[src/rtl/ddsr_pkg.sv]
// Shared types and constants for the differential drive speed ramp.
package ddsr_pkg;

  localparam int unsigned SPEED_W  = 10;
  localparam int unsigned CORR_W   = 11;
  localparam int unsigned MODE_W   = 3;
  localparam int unsigned CFG_IDX_W = 2;

  typedef logic [SPEED_W-1:0] speed_t;
  typedef logic signed [CORR_W-1:0] corr_t;

  localparam speed_t SPEED_MAX      = speed_t'(1023);
  localparam speed_t RAMP_DOWN_STEP = speed_t'(32);
  localparam speed_t RAMP_UP_STEP   = speed_t'(16);
  localparam speed_t SLOW_RESET     = speed_t'(256);
  localparam speed_t NORMAL_RESET   = speed_t'(512);

  typedef enum logic [MODE_W-1:0] {
    MODE_RAMP_DOWN = 3'd0,
    MODE_SLOW      = 3'd1,
    MODE_RAMP_UP   = 3'd2,
    MODE_STOP      = 3'd3
  } drive_mode_t;

  typedef enum logic [CFG_IDX_W-1:0] {
    CFG_SLOW_SPEED   = 2'd0,
    CFG_NORMAL_SPEED = 2'd1
  } cfg_idx_t;

  typedef struct packed {
    speed_t slow_speed;
    speed_t normal_speed;
  } cfg_t;

  // Handshake between the speed stage and the output stage
  typedef struct packed {
    logic valid;
    logic advance;
  } stage_hs_t;

endpackage

[src/rtl/ddsr_cfg.sv]
// Configuration register file: slow and normal speed.
module ddsr_cfg (
  input  logic                          clk,
  input  logic                          rst_n,
  input  logic                          cfg_wr_en,
  input  logic [ddsr_pkg::CFG_IDX_W-1:0] cfg_index,
  input  logic [ddsr_pkg::SPEED_W-1:0]   cfg_wdata,
  output ddsr_pkg::cfg_t                cfg
);
  import ddsr_pkg::*;

  speed_t slow_speed_r;
  speed_t normal_speed_r;

  always_ff @(posedge clk) begin
    if (!rst_n) begin
      slow_speed_r   <= SLOW_RESET;
      normal_speed_r <= NORMAL_RESET;
    end else if (cfg_wr_en) begin
      case (cfg_index)
        CFG_SLOW_SPEED:   slow_speed_r   <= cfg_wdata;
        CFG_NORMAL_SPEED: normal_speed_r <= cfg_wdata;
        default: ;
      endcase
    end
  end

  assign cfg.slow_speed   = slow_speed_r;
  assign cfg.normal_speed = normal_speed_r;

endmodule

[src/rtl/ddsr_speed.sv]
// Base speed state and the per-mode ramp update, plus the first stage register.
module ddsr_speed (
  input  logic                        clk,
  input  logic                        rst_n,
  input  ddsr_pkg::cfg_t              cfg,
  input  logic                        accept,
  input  logic                        advance,
  input  logic [ddsr_pkg::MODE_W-1:0] drive_mode,
  input  ddsr_pkg::corr_t             steer_correction,
  output logic                        stage_valid,
  output ddsr_pkg::speed_t            speed,
  output ddsr_pkg::corr_t             corr
);
  import ddsr_pkg::*;

  speed_t           base_speed_r;
  speed_t           base_speed_nxt;
  corr_t            corr_r;
  logic             valid_r;
  logic [SPEED_W:0] up_sum;

  assign up_sum = {1'b0, base_speed_r} + {1'b0, RAMP_UP_STEP};

  always_comb begin
    base_speed_nxt = base_speed_r;
    case (drive_mode)
      MODE_SLOW: begin
        base_speed_nxt = cfg.slow_speed;
      end
      MODE_RAMP_UP: begin
        if (base_speed_r < cfg.normal_speed) begin
          base_speed_nxt = up_sum[SPEED_W] ? SPEED_MAX : up_sum[SPEED_W-1:0];
        end
      end
      MODE_STOP: begin
        base_speed_nxt = '0;
      end
      default: begin
        // ramp down, floored at zero
        base_speed_nxt = (base_speed_r >= RAMP_DOWN_STEP) ?
                         base_speed_r - RAMP_DOWN_STEP : '0;
      end
    endcase
  end

  always_ff @(posedge clk) begin
    if (!rst_n) begin
      base_speed_r <= '0;
      valid_r      <= 1'b0;
    end else begin
      if (accept) begin
        base_speed_r <= base_speed_nxt;
      end
      if (advance) begin
        valid_r <= accept;
      end
    end
  end

  always_ff @(posedge clk) begin
    if (accept) begin
      corr_r <= steer_correction;
    end
  end

  assign stage_valid = valid_r;
  assign speed       = base_speed_r;
  assign corr        = corr_r;

endmodule

[src/rtl/ddsr_mix.sv]
// Correction clamp, left/right mixing with saturation, and the result register.
module ddsr_mix (
  input  logic                 clk,
  input  logic                 rst_n,
  input  ddsr_pkg::speed_t     speed,
  input  ddsr_pkg::corr_t      corr,
  input  logic                 stage_valid,
  output ddsr_pkg::stage_hs_t  hs,
  input  logic                 out_stall,
  output logic                 out_valid,
  output ddsr_pkg::speed_t     out_left_duty,
  output ddsr_pkg::speed_t     out_right_duty
);
  import ddsr_pkg::*;

  localparam int unsigned SUM_W = SPEED_W + 2;

  logic signed [SUM_W-1:0] spd_s;
  logic signed [SUM_W-1:0] corr_s;
  logic signed [SUM_W-1:0] corr_cl;
  logic signed [SUM_W-1:0] left_s;
  logic signed [SUM_W-1:0] right_s;
  speed_t                  left_sat;
  speed_t                  right_sat;
  logic                    out_adv;
  logic                    out_valid_r;
  speed_t                  left_r;
  speed_t                  right_r;

  assign spd_s  = $signed({2'b00, speed});
  assign corr_s = SUM_W'(corr);

  always_comb begin
    corr_cl = corr_s;
    if (corr_s < -spd_s) begin
      corr_cl = -spd_s;
    end else if (corr_s > spd_s) begin
      corr_cl = spd_s;
    end
  end

  // after the clamp both sums lie in 0 .. 2*speed, so only the top needs saturating
  assign left_s    = spd_s + corr_cl;
  assign right_s   = spd_s - corr_cl;
  assign left_sat  = left_s[SPEED_W]  ? SPEED_MAX : left_s[SPEED_W-1:0];
  assign right_sat = right_s[SPEED_W] ? SPEED_MAX : right_s[SPEED_W-1:0];

  assign out_adv    = !out_valid_r || !out_stall;
  assign hs.valid   = stage_valid;
  assign hs.advance = !stage_valid || out_adv;

  always_ff @(posedge clk) begin
    if (!rst_n) begin
      out_valid_r <= 1'b0;
    end else if (out_adv) begin
      out_valid_r <= stage_valid;
    end
  end

  always_ff @(posedge clk) begin
    if (out_adv && stage_valid) begin
      left_r  <= left_sat;
      right_r <= right_sat;
    end
  end

  assign out_valid      = out_valid_r;
  assign out_left_duty  = left_r;
  assign out_right_duty = right_r;

endmodule

[src/rtl/differential_drive_speed_ramp.sv]
// Top level of the differential drive speed ramp and mixer.
//
// Input channel: in_valid / in_stall with in_drive_mode and in_steer_correction.
// A transaction takes place on a clock edge with in_valid high and in_stall low.
// Each input transaction first updates the base speed by its mode (ramp down by
// 32, jump to slow speed, ramp up by 16 towards normal speed, or hard stop) and
// then yields exactly one result: left and right PWM duties, speed plus and
// minus the correction clamped to the speed, saturated to 10 bits.
// Result channel: out_valid / out_stall with out_left_duty and out_right_duty.
// A transaction passes the speed register, which stores the correction, and
// then the result register. Throughput is one transaction per cycle while
// out_stall is low; the speed update feeds back into the base speed register.
// When out_stall holds the result register, the speed stage still takes one
// more transaction; in_stall rises only once both stages are full.
// Configuration: cfg_wr_en, cfg_index, cfg_wdata write slow_speed (index 0) or
// normal_speed (index 1); other indexes are ignored.
// Synchronous reset (rst_n low) empties both stages, sets base speed to zero
// and the registers to 256 and 512.
module differential_drive_speed_ramp (
  input  logic                           clk,
  input  logic                           rst_n,
  input  logic                           in_valid,
  output logic                           in_stall,
  input  logic [ddsr_pkg::MODE_W-1:0]    in_drive_mode,
  input  logic signed [ddsr_pkg::CORR_W-1:0] in_steer_correction,
  output logic                           out_valid,
  input  logic                           out_stall,
  output logic [ddsr_pkg::SPEED_W-1:0]   out_left_duty,
  output logic [ddsr_pkg::SPEED_W-1:0]   out_right_duty,
  input  logic                           cfg_wr_en,
  input  logic [ddsr_pkg::CFG_IDX_W-1:0] cfg_index,
  input  logic [ddsr_pkg::SPEED_W-1:0]   cfg_wdata
);
  import ddsr_pkg::*;

  cfg_t      cfg;
  stage_hs_t hs;
  logic      accept;
  logic      stage_valid;
  speed_t    speed;
  corr_t     corr;

  assign in_stall = !hs.advance;
  assign accept   = in_valid && hs.advance;

  ddsr_cfg u_cfg (
    .clk       (clk),
    .rst_n     (rst_n),
    .cfg_wr_en (cfg_wr_en),
    .cfg_index (cfg_index),
    .cfg_wdata (cfg_wdata),
    .cfg       (cfg)
  );

  ddsr_speed u_speed (
    .clk              (clk),
    .rst_n            (rst_n),
    .cfg              (cfg),
    .accept           (accept),
    .advance          (hs.advance),
    .drive_mode       (in_drive_mode),
    .steer_correction (in_steer_correction),
    .stage_valid      (stage_valid),
    .speed            (speed),
    .corr             (corr)
  );

  ddsr_mix u_mix (
    .clk            (clk),
    .rst_n          (rst_n),
    .speed          (speed),
    .corr           (corr),
    .stage_valid    (stage_valid),
    .hs             (hs),
    .out_stall      (out_stall),
    .out_valid      (out_valid),
    .out_left_duty  (out_left_duty),
    .out_right_duty (out_right_duty)
  );

endmodule

[config.mk]
export PLATFORM = sky130hd
export DESIGN_NAME = differential_drive_speed_ramp
export DESIGN_NICKNAME = d
export VERILOG_FILES = /design/src/rtl/ddsr_pkg.sv /design/src/rtl/ddsr_cfg.sv /design/src/rtl/ddsr_speed.sv /design/src/rtl/ddsr_mix.sv /design/src/rtl/differential_drive_speed_ramp.sv
export SDC_FILE = /design/constraint.sdc
export NUM_CORES = 1
export LEC_CHECK = 0
export ABC_CLOCK_PERIOD_IN_PS = 5800
export BUFFER_PORTS_ARGS = -buffer_cell sky130_fd_sc_hd__buf_4
export CAP_MARGIN = 5
export CORE_MARGIN = 2
export CORE_UTILIZATION = 50
export DETAILED_ROUTE_END_ITERATION = 10
export HOLD_SLACK_MARGIN = 0.05
export PLACE_DENSITY = 0.73
export SYNTH_ARGS = -nofsm -noshare
export SYNTH_HDL_FRONTEND = slang
export SYNTH_SLANG_ARGS = --single-unit
[constraint.sdc]
create_clock -name clk -period 5.8 [get_ports clk]
set_input_delay 1.16 -clock clk [delete_from_list [all_inputs] [get_ports clk]]
set_output_delay 1.16 -clock clk [all_outputs]
set_load 0.1 [all_outputs]
# Word-level counts from Yosys, hierarchy flattened
# Index checks and enable logic that the tools add are counted.
totals:
  register_bits: 63
  elab_cells: 40
op_classes:
  eq_ne: 5
  n_mux: 6
  order_cmp: 4
  reduce_logical: 12
  add_sub_neg: 5
op_table:
  columns: ["cell", "count"]
  rows:
  - ["10-bit 2-to-1 mux", 3]
  - ["10-bit one-hot mux with 3 select lines", 1]
  - ["11-bit 2-to-1 mux", 2]
  - ["11-bit by 12-bit less-than comparator with 1-bit output", 1]
  - ["10-bit negator with 12-bit output", 1]
  - ["10-bit by 5-bit adder with 11-bit output, second input constant", 1]
  - ["11-bit adder", 1]
  - ["11-bit > comparator", 1]
  - ["11-bit subtractor", 1]
  - ["10-bit by 6-bit greater-or-equal comparator with 1-bit output, second input constant", 1]
  - ["10-bit less-than comparator", 1]
  - ["10-bit by 6-bit subtractor with 10-bit output, second input constant", 1]
  - ["3-bit by 2-bit == test with 1-bit output, second input constant", 2]
  - ["2-bit AND reduction", 3]
  - ["1-bit zero test", 4]
  - ["3-bit by 1-bit == test with 1-bit output, second input constant", 1]
  - ["2-bit by 1-bit == test with 1-bit output, second input constant", 1]
  - ["1-bit logical AND", 2]
  - ["2-bit zero test", 1]
  - ["1-bit logical OR", 2]
  - ["2-bit by 1-bit != test with 1-bit output, second input constant", 1]

# Depth between registers and ports, before layout
depth:
  depth_word: 5
  depth_mapped: 26
  depth_no_buf: 25

# Hierarchy
# Synthesis repeated with hierarchy kept, for this count alone.
hier_totals:
  cells_unflattened: 513
  hier_area_um2: 4863.4
by_module_without_submodules:
  columns: ["module", "cells_each", "area_each_um2", "seq_area_each_um2", "instances"]
  rows:
  - ["ddsr_mix", 291, 2637.5, 620.6, 1]
  - ["ddsr_speed", 140, 1420.1, 550.5, 1]
  - ["ddsr_cfg", 80, 795.8, 400.4, 1]
  - ["differential_drive_speed_ramp", 2, 10.0, 0.0, 1]

# Worst setup path after synthesis
# OpenSTA, ideal clock, no wires.
synth_path:
  kind: "reg-to-reg"
  startpoint: "register u_speed.base_speed_r[1] (netlist: u_speed.speed[1])"
  endpoint: "register u_mix.right_r[4] (netlist: u_mix.out_right_duty[4]), data pin"
  slack_ns: 0.343
  n_path_buf: 1
  required_time_ns: 5.522
  stages_incl_launch_ff: 26
  arrival_ns: 5.179
  synth_period_minus_slack_ns: 5.457
  path_cell_list: "dfxtp_1 inv_1 ha_1 nor3b_2 nand2_1 nor3_1 xnor2_1 inv_1 ha_1 a21o_1 a2111oi_4 o211ai_1 o21ai_2 buf_2 nor2_1 o21ai_0 ha_1 inv_1 fa_1 nand2b_1 a221oi_1 or4_1 a21oi_1 o31ai_1 xnor2_2 o21ai_0"
synth_via:
  elab_chain_cells: 4
  word_cells_on_any_way: 6
  classes_between: "add/sub (2); order compare (2); mux (2)"
synth_rtl:
  columns: ["element", "line_no", "text"]
  rows:
  - ["start: declaration", "ddsr_speed.sv:16", "speed_t base_speed_r;"]
  - ["start signal: assignment", "ddsr_speed.sv:52", "base_speed_r <= base_speed_nxt;"]
  - ["10-bit negator with 12-bit output or 11-bit > comparator (tied branches)", "ddsr_mix.sv:36, ddsr_mix.sv:37", null]
  - ["11-bit by 12-bit less-than comparator with 1-bit output or 11-bit 2-to-1 mux (tied branches)", "ddsr_mix.sv:35, ddsr_mix.sv:37", null]
  - ["11-bit 2-to-1 mux", "ddsr_mix.sv:35", "if (corr_s < -spd_s) begin"]
  - ["11-bit subtractor (*)", "ddsr_mix.sv:44", "assign right_s = spd_s - corr_cl;"]
  - ["end signal: assignment", "ddsr_mix.sv:63", "right_r <= right_sat;"]
  - ["end: declaration", "ddsr_mix.sv:28", "speed_t right_r;"]
# Every way passes the cells marked *; elsewhere a longest branch is shown, timed or not.
# A chain may end at the register's enable or synchronous reset.

# Final worst setup path
layout_path:
  startpoint: "register u_speed.base_speed_r[0] (netlist: u_speed.speed[0])"
  endpoint: "register u_mix.left_r[4] (netlist: u_mix.out_left_duty[4]), data pin"
layout_via:
  elab_chain_cells: 4
  word_cells_on_any_way: 6
  classes_between: "add/sub (2); order compare (2); mux (2)"
layout_rtl:
  columns: ["element", "line_no", "text"]
  rows:
  - ["10-bit negator with 12-bit output or 11-bit > comparator (tied branches)", "ddsr_mix.sv:36, ddsr_mix.sv:37", null]
  - ["11-bit by 12-bit less-than comparator with 1-bit output or 11-bit 2-to-1 mux (tied branches)", "ddsr_mix.sv:35, ddsr_mix.sv:37", null]
  - ["11-bit 2-to-1 mux", "ddsr_mix.sv:35", null]
  - ["11-bit adder (*)", "ddsr_mix.sv:43", "assign left_s = spd_s + corr_cl;"]
  - ["end signal: assignment", "ddsr_mix.sv:62", "left_r <= left_sat;"]
  - ["end: declaration", "ddsr_mix.sv:27", "speed_t left_r;"]
# Marked as above.

==> impl_metrics.csv <==
group,metric,value,unit
worst_setup_path,arrival,5540,ps
synthesis,post-synth-top-area-fraction,0.2025,
global_route,antenna_found_initial,0,
placement,dp_hpwl,8.327,mm
clock_tree,hold_buffers,0,
power,leakage,2.438,nW
sta,period_share,0.9385,
sta,fin_skew,12.54,ps
worst_setup_path,required,5890,ps
global_route,grt_pass1_wl,17.80,mm
worst_setup_path,cp_slowest_cell,"ha_1",
sta,max_slew.worst_pin.slew,1174,ps
die,core_area,8806,sq um
die,rows,34,
synthesis,synth.most_common_cell,"ha_1",
global_route,grt-ovfl-total,0,
clock_tree,cts_max_path_buffers,2,
global_route,grt_max_degree,26,
worst_setup_path,cpPeakStageDelay,430,ps
finish,diodes,0,
synthesis,synthesis.nets,594,
synthesis,synthFlopType,"dfxtp_1",
sta,maxSlewHeadroom,0.2156,
synthesis,avgSynthCellArea,9.139,sq um
global_route,grt_pass1_vias,3695,
run,drv_cap,0,
run_status,status,"finished clean",
synthesis,synth_cells,503,
route,finalWirelength,10.93,mm
sta,rsz0062_at_grt,"no",
finish,area_growth,19.19,%
route,via_per_inst,5.721,
route,drc,0,
die,ioPinCount,53,
clock_tree,clock-root-buffer,"clkbuf_8",
finish,finish.utilization,0.6222,
min_path,hp-class,"register to register",
synthesis,syn_area,4597,sq um
synthesis,ys_seq_area_frac,0.3419,
finish,instances_no_fill,682,
sta,holdWs,485.7,ps
worst_setup_path,crit_path_end_kind,"register",
sta,hold_viol_final,0,
placement,place_congestion,0.9118,
power,ir_drop,0.0002283,V
worst_setup_path,crit_fanout,10,
placement,dp.cells,661,
synthesis,ys_ff_latch,63,
sta,fin_crit,5443,ps
placement,numPortBuffers,52,
route,vias,3902,
synthesis,synth_top_area_cell,"edfxtp_1",
route,drt_iter0_drc,228,
worst_setup_path,start_kind,"register",
route,first_pass_iters,6,
route,postRouteAntennaNets,0,
synthesis,async_flop_share,0,
die,dieHeight,99.89,um
synthesis,yosys_warnings,0,
die,dieArea,9977,sq um
finish,fin_area,5479,sq um
die,die_w,99.89,um
synthesis,synth.distinct_cells,58,
clock_tree,clk_latency,350,ps
finish,fin_nets,660,
clock_tree,cts_tree,"built",
synthesis,synth-edff-count,31,
clock_tree,htreeDepth,3,
clock_tree,clk_pin_slew,80,ps
sta,max_freq,183.7,MHz
power,p_per_area,466.5,nW/um^2
placement,placed_area,5177,sq um
die,initial_core_util,0.5220,
clock_tree,cts_buffers,9,
sta,finalMaxSlewViolations,0,
worst_setup_path,worst_path_most_repeated_cell,"ha_1",
finish,drive_gt1_frac,0.1899,
worst_setup_path,path_class,"register to register",
global_route,track_usage,0.2236,
route,post_drt_wl_per_cell,16.03,um
clock_tree,clkSinkCount,63,
synthesis,synthTopCellsByCount,"ha_1 (58), nor2_1 (43), a21oi_1 (42), nand2_1 (41), inv_1 (39)",
synthesis,synthTopCellsByArea,"edfxtp_1 (20%), ha_1 (16%), dfxtp_1 (14%)",
sta,setup_viol,0,
sta,tns,0,ps
-- cells by family (layout without fill, tap and decap cells) --
logic type               after synthesis  after routing  share of synthesized area
AND/OR/NAND/NOR                      143            143                     0.1464
flip-flops                            63             63                     0.3419
adder cells (fa/ha/maj)               60             60                     0.1666
buffers and inverters                 61            132                    0.05280
multiplexers                          23             23                    0.05117
AO/OA/AOI/OAI                        129            129                     0.1897
XOR/XNOR                              24             24                    0.05144
-- cells in the final DEF (no fill, tap or decap), drive strengths merged, types with 4 or more instances in the layout --
| master | instances |
|---|---|
| a211oi | 4 |
| a21o | 9 |
| a21oi | 42 |
| a22oi | 4 |
| a31oi | 7 |
| buf | 75 |
| clkbuf | 14 |
| dfxtp | 32 |
| edfxtp | 31 |
| ha | 58 |
| inv | 41 |
| mux2i | 22 |
| nand2 | 41 |
| nand2b | 10 |
| nand3 | 16 |
| nand4 | 5 |
| nor2 | 43 |
| nor2b | 5 |
| nor3 | 7 |
| o211a | 6 |
| o21a | 4 |
| o21ai | 21 |
| o221ai | 4 |
| xnor2 | 18 |
| xor2 | 6 |
-- layer usage --
| layer | vias to the layer above | track usage | part of all wire |
|---|---|---|---|
| met2 | 149 | 0.3664 | 0.45 |
| met1 | 1793 | 0.2991 | 0.47 |
| met4 | 0 | 0.07376 | 0.019 |
| met3 | 18 | 0.04178 | 0.060 |
| li1 | 1942 | - | - |
| met5 | - | 0 | 0 |
-- final cells by class --
type,count,area (sq um)
clock buffers,14,215.2
clock inverters,2,15.01
flip-flops and latches,63,1572
well taps,108,135.1
fillers,763,3327
repair buffers,75,575.6
inverters,41,153.9
multi-input cells,379,2813
-- report_power, final --
group / switching [mW] / internal, mW
registers: 0.0280 / 0.570
clock network: 0.183 / 0.244
logic: 0.958 / 0.573
-- critical path, delay by kind of cell, from the launching register on --
| kind | cells | cell delay [ps] |
|---|---|---|
| and+or+nand+nor | 6 | 1170 |
| DFF | 1 | 320 |
| xor gates and xnor gates | 2 | 400 |
| adders and majority gates | 3 | 870 |
| AOI/OAI and AO/OA | 10 | 1920 |
| buffers and inverters | 4 | 500 |
-- repair_timing --
item | CTS | global route
setup endpoints to repair | 0 | 20
setup buffers | 0 | 5
resized for setup | 0 | 4
-- sequential cells by signal (all words and copies together), names as in the netlist --
name                  count
u_mix.out_valid           1
u_cfg.normal_speed_r     10
u_mix.out_right_duty     10
u_speed.corr             11
u_speed.stage_valid       1
u_cfg.slow_speed_r       10
u_speed.speed            10
u_mix.out_left_duty      10
-- through the flow --
stage               power [mW]  setup WS (ps)
floorplan                1.748          342.6
global placement         2.021          384.8
detailed placement       2.051          80.29
CTS                      2.481          79.73
global route             2.724          38.87
finish                   2.556          356.7
-- final timing paths --
| kind | start | end | slack [ps] | cells after the start |
|---|---|---|---|---|
| max reg2reg | u_speed.speed[0]$_SDFFE_PN0P_ | u_mix.out_left_duty[4]$_SDFFCE_PP1P_ | 360 | 25 |
| min | u_cfg.slow_speed_r[8]$_SDFFE_PN1P_ | u_cfg.slow_speed_r[8]$_SDFFE_PN1P_ | 490 | 2 |
| max | u_speed.speed[0]$_SDFFE_PN0P_ | u_mix.out_left_duty[4]$_SDFFCE_PP1P_ | 360 | 25 |
| min reg2reg | u_cfg.slow_speed_r[8]$_SDFFE_PN1P_ | u_cfg.slow_speed_r[8]$_SDFFE_PN1P_ | 490 | 2 |
No activity file was read; power rests on OpenSTA's default activity.
